$ cat src/rtl/stq_pkg.sv
// Shared codes, widths and cell control type for the sorted timer queue.
`default_nettype none

package stq_pkg;

    localparam int ID_W  = 16;
    localparam int EXP_W = 32;

    localparam logic [1:0] OP_ADD    = 2'd0;
    localparam logic [1:0] OP_DELETE = 2'd1;
    localparam logic [1:0] OP_MODIFY = 2'd2;
    localparam logic [1:0] OP_TICK   = 2'd3;

    localparam logic [1:0] KIND_ACK     = 2'd0;
    localparam logic [1:0] KIND_EXPIRED = 2'd1;
    localparam logic [1:0] KIND_NONE    = 2'd2;

    localparam logic [1:0] ST_OK        = 2'd0;
    localparam logic [1:0] ST_FULL      = 2'd1;
    localparam logic [1:0] ST_NOT_FOUND = 2'd2;
    localparam logic [1:0] ST_DUPLICATE = 2'd3;

    typedef struct packed {
        logic capture;   // register id match against the command
        logic insert;    // open a gap at the sorted spot and load the command
        logic remove;    // cells with shift set take their right neighbor
    } stq_cell_ctl_t;

endpackage

`default_nettype wire

$ cat src/rtl/stq_cell.sv
// One slot of the timer chain: holds an entry, compares, shifts left or right.
`default_nettype none

module stq_cell
    import stq_pkg::*;
(
    input  wire logic             clk,
    input  wire logic             rst_n,
    input  wire stq_cell_ctl_t    ctl,
    input  wire logic [ID_W-1:0]  cmd_id,
    input  wire logic [EXP_W-1:0] cmd_expiry,
    input  wire logic             left_valid,
    input  wire logic [ID_W-1:0]  left_id,
    input  wire logic [EXP_W-1:0] left_expiry,
    input  wire logic             left_keep,
    input  wire logic             right_valid,
    input  wire logic [ID_W-1:0]  right_id,
    input  wire logic [EXP_W-1:0] right_expiry,
    input  wire logic             shift,
    output logic                  valid,
    output logic [ID_W-1:0]       id,
    output logic [EXP_W-1:0]      expiry,
    output logic                  keep,
    output logic                  match
);

    logic             valid_reg;
    logic             match_reg;
    logic [ID_W-1:0]  id_reg;
    logic [EXP_W-1:0] expiry_reg;

    logic take_right;
    logic take_left;
    logic take_new;

    // equal expiry stays in front of a newcomer
    assign keep       = valid_reg && (expiry_reg <= cmd_expiry);
    assign take_right = ctl.remove && shift;
    assign take_new   = ctl.insert && !keep && left_keep;
    assign take_left  = ctl.insert && !keep && !left_keep;

    always_ff @(posedge clk or negedge rst_n)
    begin
        if (!rst_n)
        begin
            valid_reg <= 1'b0;
            match_reg <= 1'b0;
        end
        else
        begin
            if (take_right)
            begin
                valid_reg <= right_valid;
            end
            else if (take_new)
            begin
                valid_reg <= 1'b1;
            end
            else if (take_left)
            begin
                valid_reg <= left_valid;
            end
            if (ctl.capture)
            begin
                match_reg <= valid_reg && (id_reg == cmd_id);
            end
        end
    end

    always_ff @(posedge clk)
    begin
        if (take_right)
        begin
            id_reg     <= right_id;
            expiry_reg <= right_expiry;
        end
        else if (take_new)
        begin
            id_reg     <= cmd_id;
            expiry_reg <= cmd_expiry;
        end
        else if (take_left)
        begin
            id_reg     <= left_id;
            expiry_reg <= left_expiry;
        end
    end

    assign valid  = valid_reg;
    assign id     = id_reg;
    assign expiry = expiry_reg;
    assign match  = match_reg;

endmodule

`default_nettype wire

$ cat src/rtl/sorted_timer_queue.sv
// Top level of the sorted timer queue: command sequencer, cell chain, response register.
//
// Timers live in a chain of CAPACITY cells kept packed and in ascending expiry
// order, cell 0 being the head; an entry added with an expiry equal to others
// lands behind them. Add and delete pass through acceptance, an id compare in
// every cell, then one shift of the chain before the next command can be
// taken; modify shifts a second time, since the chain shifts once to drop the
// entry and once to put it back. A tick pops one expired entry per cycle while
// the response channel does not stall, because only the head cell is examined
// and popped; a tick with nothing due gives one word. Each command gives its
// words through a one-word response register, so a stalled response channel
// holds the sequencer. There is no clearing pass after reset.
`default_nettype none

module sorted_timer_queue
    import stq_pkg::*;
#(
    parameter int CAPACITY = 16
)
(
    input  wire logic             clk,
    input  wire logic             rst_n,
    input  wire logic             cmd_valid,
    output logic                  cmd_stall,
    input  wire logic [1:0]       op,
    input  wire logic [ID_W-1:0]  entry_id,
    input  wire logic [EXP_W-1:0] expire_time,
    input  wire logic [EXP_W-1:0] now_time,
    output logic                  rsp_valid,
    input  wire logic             rsp_stall,
    output logic [1:0]            kind,
    output logic [1:0]            status,
    output logic [ID_W-1:0]       expired_id,
    output logic                  last
);

    localparam int LVL = (CAPACITY > 1) ? $clog2(CAPACITY) : 1;

    localparam logic [2:0] S_IDLE   = 3'd0;
    localparam logic [2:0] S_MATCH  = 3'd1;
    localparam logic [2:0] S_APPLY  = 3'd2;
    localparam logic [2:0] S_INSERT = 3'd3;
    localparam logic [2:0] S_TICK   = 3'd4;

    logic [2:0]       state_reg;
    logic [2:0]       state_next;
    logic [1:0]       op_reg;
    logic [ID_W-1:0]  id_reg;
    logic [EXP_W-1:0] exp_reg;
    logic [EXP_W-1:0] now_reg;

    logic             rsp_valid_reg;
    logic [1:0]       kind_reg;
    logic [1:0]       kind_next;
    logic [1:0]       status_reg;
    logic [1:0]       status_next;
    logic [ID_W-1:0]  expired_id_reg;
    logic [ID_W-1:0]  expired_id_next;
    logic             last_reg;
    logic             last_next;
    logic             load;
    logic             out_free;

    stq_cell_ctl_t    ctl;
    logic [CAPACITY-1:0] shift;
    logic [CAPACITY-1:0] cv;
    logic [CAPACITY-1:0] ck;
    logic [CAPACITY-1:0] cm;
    logic [ID_W-1:0]     cid  [CAPACITY];
    logic [EXP_W-1:0]    cexp [CAPACITY];

    logic [CAPACITY-1:0] pfx [LVL+1];
    logic                found;
    logic                full;
    logic                head_due;
    logic                next_due;

    // cell chain
    genvar gi;
    generate
        for (gi = 0; gi < CAPACITY; gi++)
        begin : g_cell
            logic             l_valid;
            logic [ID_W-1:0]  l_id;
            logic [EXP_W-1:0] l_exp;
            logic             l_keep;
            logic             r_valid;
            logic [ID_W-1:0]  r_id;
            logic [EXP_W-1:0] r_exp;

            if (gi == 0)
            begin : g_head
                assign l_valid = 1'b0;
                assign l_id    = '0;
                assign l_exp   = '0;
                assign l_keep  = 1'b1;
            end
            else
            begin : g_mid
                assign l_valid = cv[gi-1];
                assign l_id    = cid[gi-1];
                assign l_exp   = cexp[gi-1];
                assign l_keep  = ck[gi-1];
            end

            if (gi == CAPACITY-1)
            begin : g_tail
                assign r_valid = 1'b0;
                assign r_id    = '0;
                assign r_exp   = '0;
            end
            else
            begin : g_body
                assign r_valid = cv[gi+1];
                assign r_id    = cid[gi+1];
                assign r_exp   = cexp[gi+1];
            end

            stq_cell u_cell (
                .clk          (clk),
                .rst_n        (rst_n),
                .ctl          (ctl),
                .cmd_id       (id_reg),
                .cmd_expiry   (exp_reg),
                .left_valid   (l_valid),
                .left_id      (l_id),
                .left_expiry  (l_exp),
                .left_keep    (l_keep),
                .right_valid  (r_valid),
                .right_id     (r_id),
                .right_expiry (r_exp),
                .shift        (shift[gi]),
                .valid        (cv[gi]),
                .id           (cid[gi]),
                .expiry       (cexp[gi]),
                .keep         (ck[gi]),
                .match        (cm[gi])
            );
        end
    endgenerate

    // log-depth prefix OR: every cell at or behind the matching one shifts left
    assign pfx[0] = cm;
    generate
        for (gi = 0; gi < LVL; gi++)
        begin : g_pfx
            assign pfx[gi+1] = pfx[gi] | (pfx[gi] << (1 << gi));
        end
    endgenerate

    assign found    = |cm;
    assign full     = cv[CAPACITY-1];
    assign head_due = cv[0] && (cexp[0] <= now_reg);
    assign next_due = cv[1] && (cexp[1] <= now_reg);
    assign out_free = !rsp_valid_reg || !rsp_stall;

    always_comb
    begin
        state_next      = state_reg;
        ctl             = '0;
        shift           = '0;
        load            = 1'b0;
        kind_next       = KIND_ACK;
        status_next     = ST_OK;
        expired_id_next = '0;
        last_next       = 1'b1;
        case (state_reg)
            S_IDLE:
            begin
                if (cmd_valid)
                begin
                    state_next = (op == OP_TICK) ? S_TICK : S_MATCH;
                end
            end
            S_MATCH:
            begin
                ctl.capture = 1'b1;
                state_next  = S_APPLY;
            end
            S_APPLY:
            begin
                if (out_free)
                begin
                    load       = 1'b1;
                    state_next = S_IDLE;
                    if (op_reg == OP_ADD)
                    begin
                        if (found)
                        begin
                            status_next = ST_DUPLICATE;
                        end
                        else if (full)
                        begin
                            status_next = ST_FULL;
                        end
                        else
                        begin
                            ctl.insert = 1'b1;
                        end
                    end
                    else if (!found)
                    begin
                        status_next = ST_NOT_FOUND;
                    end
                    else
                    begin
                        ctl.remove = 1'b1;
                        shift      = pfx[LVL];
                        if (op_reg == OP_MODIFY)
                        begin
                            // ack goes out once the entry is back in
                            load       = 1'b0;
                            state_next = S_INSERT;
                        end
                    end
                end
            end
            S_INSERT:
            begin
                if (out_free)
                begin
                    ctl.insert = 1'b1;
                    load       = 1'b1;
                    state_next = S_IDLE;
                end
            end
            S_TICK:
            begin
                if (out_free)
                begin
                    load = 1'b1;
                    if (head_due)
                    begin
                        ctl.remove      = 1'b1;
                        shift           = '1;
                        kind_next       = KIND_EXPIRED;
                        expired_id_next = cid[0];
                        last_next       = !next_due;
                        if (!next_due)
                        begin
                            state_next = S_IDLE;
                        end
                    end
                    else
                    begin
                        kind_next  = KIND_NONE;
                        state_next = S_IDLE;
                    end
                end
            end
            default:
            begin
                state_next = S_IDLE;
            end
        endcase
    end

    always_ff @(posedge clk or negedge rst_n)
    begin
        if (!rst_n)
        begin
            state_reg     <= S_IDLE;
            rsp_valid_reg <= 1'b0;
        end
        else
        begin
            state_reg <= state_next;
            if (load)
            begin
                rsp_valid_reg <= 1'b1;
            end
            else if (!rsp_stall)
            begin
                rsp_valid_reg <= 1'b0;
            end
        end
    end

    always_ff @(posedge clk)
    begin
        if (state_reg == S_IDLE && cmd_valid)
        begin
            op_reg  <= op;
            id_reg  <= entry_id;
            exp_reg <= expire_time;
            now_reg <= now_time;
        end
        if (load)
        begin
            kind_reg       <= kind_next;
            status_reg     <= status_next;
            expired_id_reg <= expired_id_next;
            last_reg       <= last_next;
        end
    end

    assign cmd_stall  = (state_reg != S_IDLE);
    assign rsp_valid  = rsp_valid_reg;
    assign kind       = kind_reg;
    assign status     = status_reg;
    assign expired_id = expired_id_reg;
    assign last       = last_reg;

    // live entries stay packed toward the head
    a_packed: assert property (@(posedge clk) disable iff (!rst_n)
        ((cv >> 1) & ~cv) == '0)
        else $error("timer chain has a hole");

    // ids are unique, so at most one cell can match
    a_unique: assert property (@(posedge clk) disable iff (!rst_n)
        (state_reg == S_APPLY) |-> $onehot0(cm))
        else $error("more than one cell matched the id");

    a_order: assert property (@(posedge clk) disable iff (!rst_n)
        cv[1] |-> (cexp[0] <= cexp[1]))
        else $error("head entries out of expiry order");

    a_pop: assert property (@(posedge clk) disable iff (!rst_n)
        (state_reg == S_TICK && out_free && head_due)
        |=> ($countones(cv) + 1 == $past($countones(cv))))
        else $error("tick pop did not remove exactly one entry");

endmodule

`default_nettype wire

$ cat config.mk
export PLATFORM = sky130hd
export DESIGN_NAME = sorted_timer_queue
export DESIGN_NICKNAME = d
export VERILOG_FILES = /design/src/rtl/stq_pkg.sv /design/src/rtl/stq_cell.sv /design/src/rtl/sorted_timer_queue.sv
export SDC_FILE = /design/constraint.sdc
export NUM_CORES = 2
export LEC_CHECK = 0
export ABC_AREA = 1
export BUFFER_PORTS_ARGS = -buffer_cell sky130_fd_sc_hd__buf_2
export CELL_PAD_IN_SITES_DETAIL_PLACEMENT = 0
export CELL_PAD_IN_SITES_GLOBAL_PLACEMENT = 1
export CORE_ASPECT_RATIO = 2
export CORE_MARGIN = 8
export CORE_UTILIZATION = 52
export CTS_BUF_LIST = sky130_fd_sc_hd__clkbuf_16
export DETAILED_ROUTE_END_ITERATION = 8
export PLACE_DENSITY = 0.93
export SYNTH_ARGS = -nofsm -noshare
export SYNTH_HDL_FRONTEND = slang
export SYNTH_SLANG_ARGS = --single-unit
$ cat constraint.sdc
create_clock -name clk -period 12.6 [get_ports clk]
set_input_delay 0 -clock clk [delete_from_list [all_inputs] [get_ports clk]]
set_output_delay 0 -clock clk [all_outputs]
set_load 0.02 [all_outputs]
==> parameters.txt <==
Parameter                              Value

Global routing
  Global-route wire length before repair    341000 um
  Global Route Usage Sum    a little under a third
  Sum of overflow across all layers after global routing    0
  Maximum number of pins on one net before global-route repair    105
  Antenna violations before repair    1
  Met3 demand-to-capacity share in global routing    around 4%
  Met1 track demand over resource    between 30% and 40%
  Busiest layer in global routing    met2
  Vias in the first global route    59.3k
  Global routing usage on met2    between 50% and 60%

Clocking
  CTS Buf Count    90
  Clock sink count    907
  Clock tree from TritonCTS    done
  Level count of the clock H-tree    3
  Buffer depth of the longest clock path    3
  Count of cells resized by post-cts repair    0
  Clock transition time at the flip-flop clock pins of the worst setup and hold paths    approximately 60 ps
  Worst-skew pair later-pin latency    720 ps
  Clock root buffer    clkbuf_16
  Post CTS Setup Buffer Count    0

Status
  Result of the run    finished clean

STA
  Tightest Pin Transition    ~1200 ps
  Final number of max-transition violations    0
  Worst Clk Skew    36.3 ps
  Final hold violation count    0
  Achievable Freq    0.173 GHz
  Finish-stage setup viols    0
  Setup slack of the critical path after layout    between 6000 and 7000 ps
  RSZ-0062 raised after global routing    no
  Final setup TNS    0 ps
  Final period util    a little under half
  Final min period    between 5000 and 6000 ps
  Worst slew margin relative to its limit    around 20%

Critical path
  Crit path from    g_cell[0].u_cell.expiry[31]$_DFFE_PP_
  Data arrival time of the worst path    ~6200 ps
  Worst Setup EP    g_cell[11].u_cell.id[7]$_DFFE_PP_
  Crit Reg-Reg Endpoint    g_cell[11].u_cell.id[7]$_DFFE_PP_
  Count of cells along the worst register-to-register path    14
  Data required time at the worst endpoint    around 13000 ps
  Kind of start point of the critical path    flip-flop
  Worst r2r src    g_cell[0].u_cell.expiry[31]$_DFFE_PP_
  Maximum fanout encountered on the critical timing path    50
  Classification of the worst setup path    reg2reg
  Flop-to-flop setup slack    approximately 6800 ps
  Critical path capture point type    flip-flop

Detailed routing
  Avg WL per Cell    between 20 and 25 um
  Drc violations    0
  Iteration-0 DRC Markers    5948
  Per-cell via count in the routed design    slightly below 6
  Antenna-violating nets left    0
  Detailed-route via count    60.6k
  Total Wirelength    219000 um
  Number of detailed-routing iterations run before antenna repair    8

Synthesis
  Sequential share of the synthesized area    between 40% and 50%
  Number of warnings issued by yosys    0
  Net count after synthesis    9293
  Count of flip-flops with a built-in enable after synthesis    a little over 800
  Syn Inst Count    ~8.6k
  Average instance area after synthesis    between 7 and 8 um^2
  Post-Syn Area    between 60000 and 70000 um^2
  Share of async-settable or async-resettable flops after synthesis    3.97%
  Leading register cell type out of synthesis    edfxtp_1
  Count of different cell masters after synthesis    50
  Synthesis-stage register bit count    907

Die
  I/O Pins    between 100 and 150
  Full die area    around 140000 um^2
  Area inside the core boundary    between 100000 and 150000 um^2
  Chip Height    520 um
  Die X    around 270 um
  Site Rows    between 150 and 200
  Initial standard-cell utilization of the core    a little over half

Layout
  Net total in the final layout    slightly above 9k
  Most common cell after layout, fill and taps aside    nand2_1
  Growth of design area from synthesis to finish    9.21%
  Area taken by flip-flops and latches    between 20000 and 30000 um^2
  Area used by multi-input combinational logic    33600 um^2
  Fill cell count    11.8k
  Final Core Density    57.0%
  Share of cells above drive strength 1    just under 6%
  Leading cell types in the layout, fill and taps excluded    nand2_1, inv_1, edfxtp_1, nand4_1, nand3_1
  Largest register FFs    ~500

Job
  Number of max-cap violations    0

Min path
  Type of the tightest min-delay check    in2reg

Power and ir drop
  Power density over the cells    about 170 nW/um^2
  Maximum vdd drop    between 0.1 and 0.15 mV
  Total leakage power    between 30 and 40 nW

Placement
  RePlAce Congestion    around 0.92
  Hpwl dp    roughly 150000 um
  Number of port buffers    108
  Setup Slack @ Placement    6990 ps
[critical path: stages, from the launching register on]
cell and delay [ps]:
edfxtp_1 420, ha_1 330, nand2_1 70, nor2_1 210
nand2_1 170, nor4_2 510, nand4_1 430, nand2_1 380
nand3_4 80, buf_4 370, o21ai_4 160, buf_4 490
inv_2 560, nand2_2 690, buf_4 450
[worst min path at each step]
stage               cells after the start             from                            endpoint
floorplan                               0            rst_n  g_cell[0].u_cell.match$_DFFE_PN0P_
global placement                        2            rst_n  g_cell[5].u_cell.valid$_DFFE_PN0P_
detailed placement                      2            rst_n  g_cell[5].u_cell.valid$_DFFE_PN0P_
CTS                                     2      entry_id[9]                 id_reg[9]$_DFFE_PP_
global route                            2      entry_id[9]                 id_reg[9]$_DFFE_PP_
finish                                  2  expire_time[19]               exp_reg[19]$_DFFE_PP_
[cells by family (layout without fill, tap and decap cells)]
kind of cell	after synthesis	in the layout	share of synthesized area, %
simple gates	4815	4815	31.9
buf+inv	1517	1526	9.46
flops	907	907	40.3
compound gates	738	738	6.34
fa+ha+maj	577	577	10.9
xor+xnor	76	76	1.01
other cells	0	1	0
[per-stage QoR]
stage               power, W  hold WS (ps)  cell area (um^2)  cells
detailed placement   0.00898           178             67500  10010
CTS                   0.0119         0.231             72000  10322
floorplan            0.00751          -296             65900   8630
finish                0.0119          16.4             72000  10323
global route          0.0126          31.8             72000  10323
global placement     0.00887           177             67500  10010
[final cells by class]
cell class,count,share of cell area (%)
Timing Repair Buffer,415,4.48
Clock buffer,91,3.16
Inverter,945,4.93
Clock inverter,75,1.01
Multi-Input combinational cell,6206,46.6
Tap cell,1683,2.92
Antenna cell,1,0.00347
Sequential cell,907,36.9
[Yosys cell counts (43+ instances only)]
library cell,number,area [um^2]
nand4_1,739,4620
ha_1,577,7220
nor2_1,310,1160
nand2_1,2948,11100
buf_2,155,776
nand3_1,745,3730
inv_1,895,3360
clkbuf_1,337,1260
dfxtp_1,48,961
o21ai_0,178,891
xnor2_1,43,377
a21oi_1,322,1610
o22ai_1,94,588
edfxtp_1,823,24700
[what timing repair did]
| action | 4_1_cts | 5_1_grt |
|---|---|---|
| endpoints found under the hold margin | 146 | 0 |
| setup endpoints to repair | 0 | 0 |
| hold buffers | 146 | 0 |
[routing by layer]
metal | vias up | routed length [um]
met1 | 27964 | 82000
met4 | 0 | 15500
met3 | 724 | 16400
met2 | 2785 | 105000
li1 | 29132 | -
met5 | - | 0
[report_power, final]
group	leakage (nW)	internal, W	switching, W
combinational	23.9	0.00134	0.00306
clock	1.51	0.00157	0.00130
sequential	8.40	0.00414	0.000517
total	33.8	0.00705	0.00487
Power figures use the tool's default switching activity.
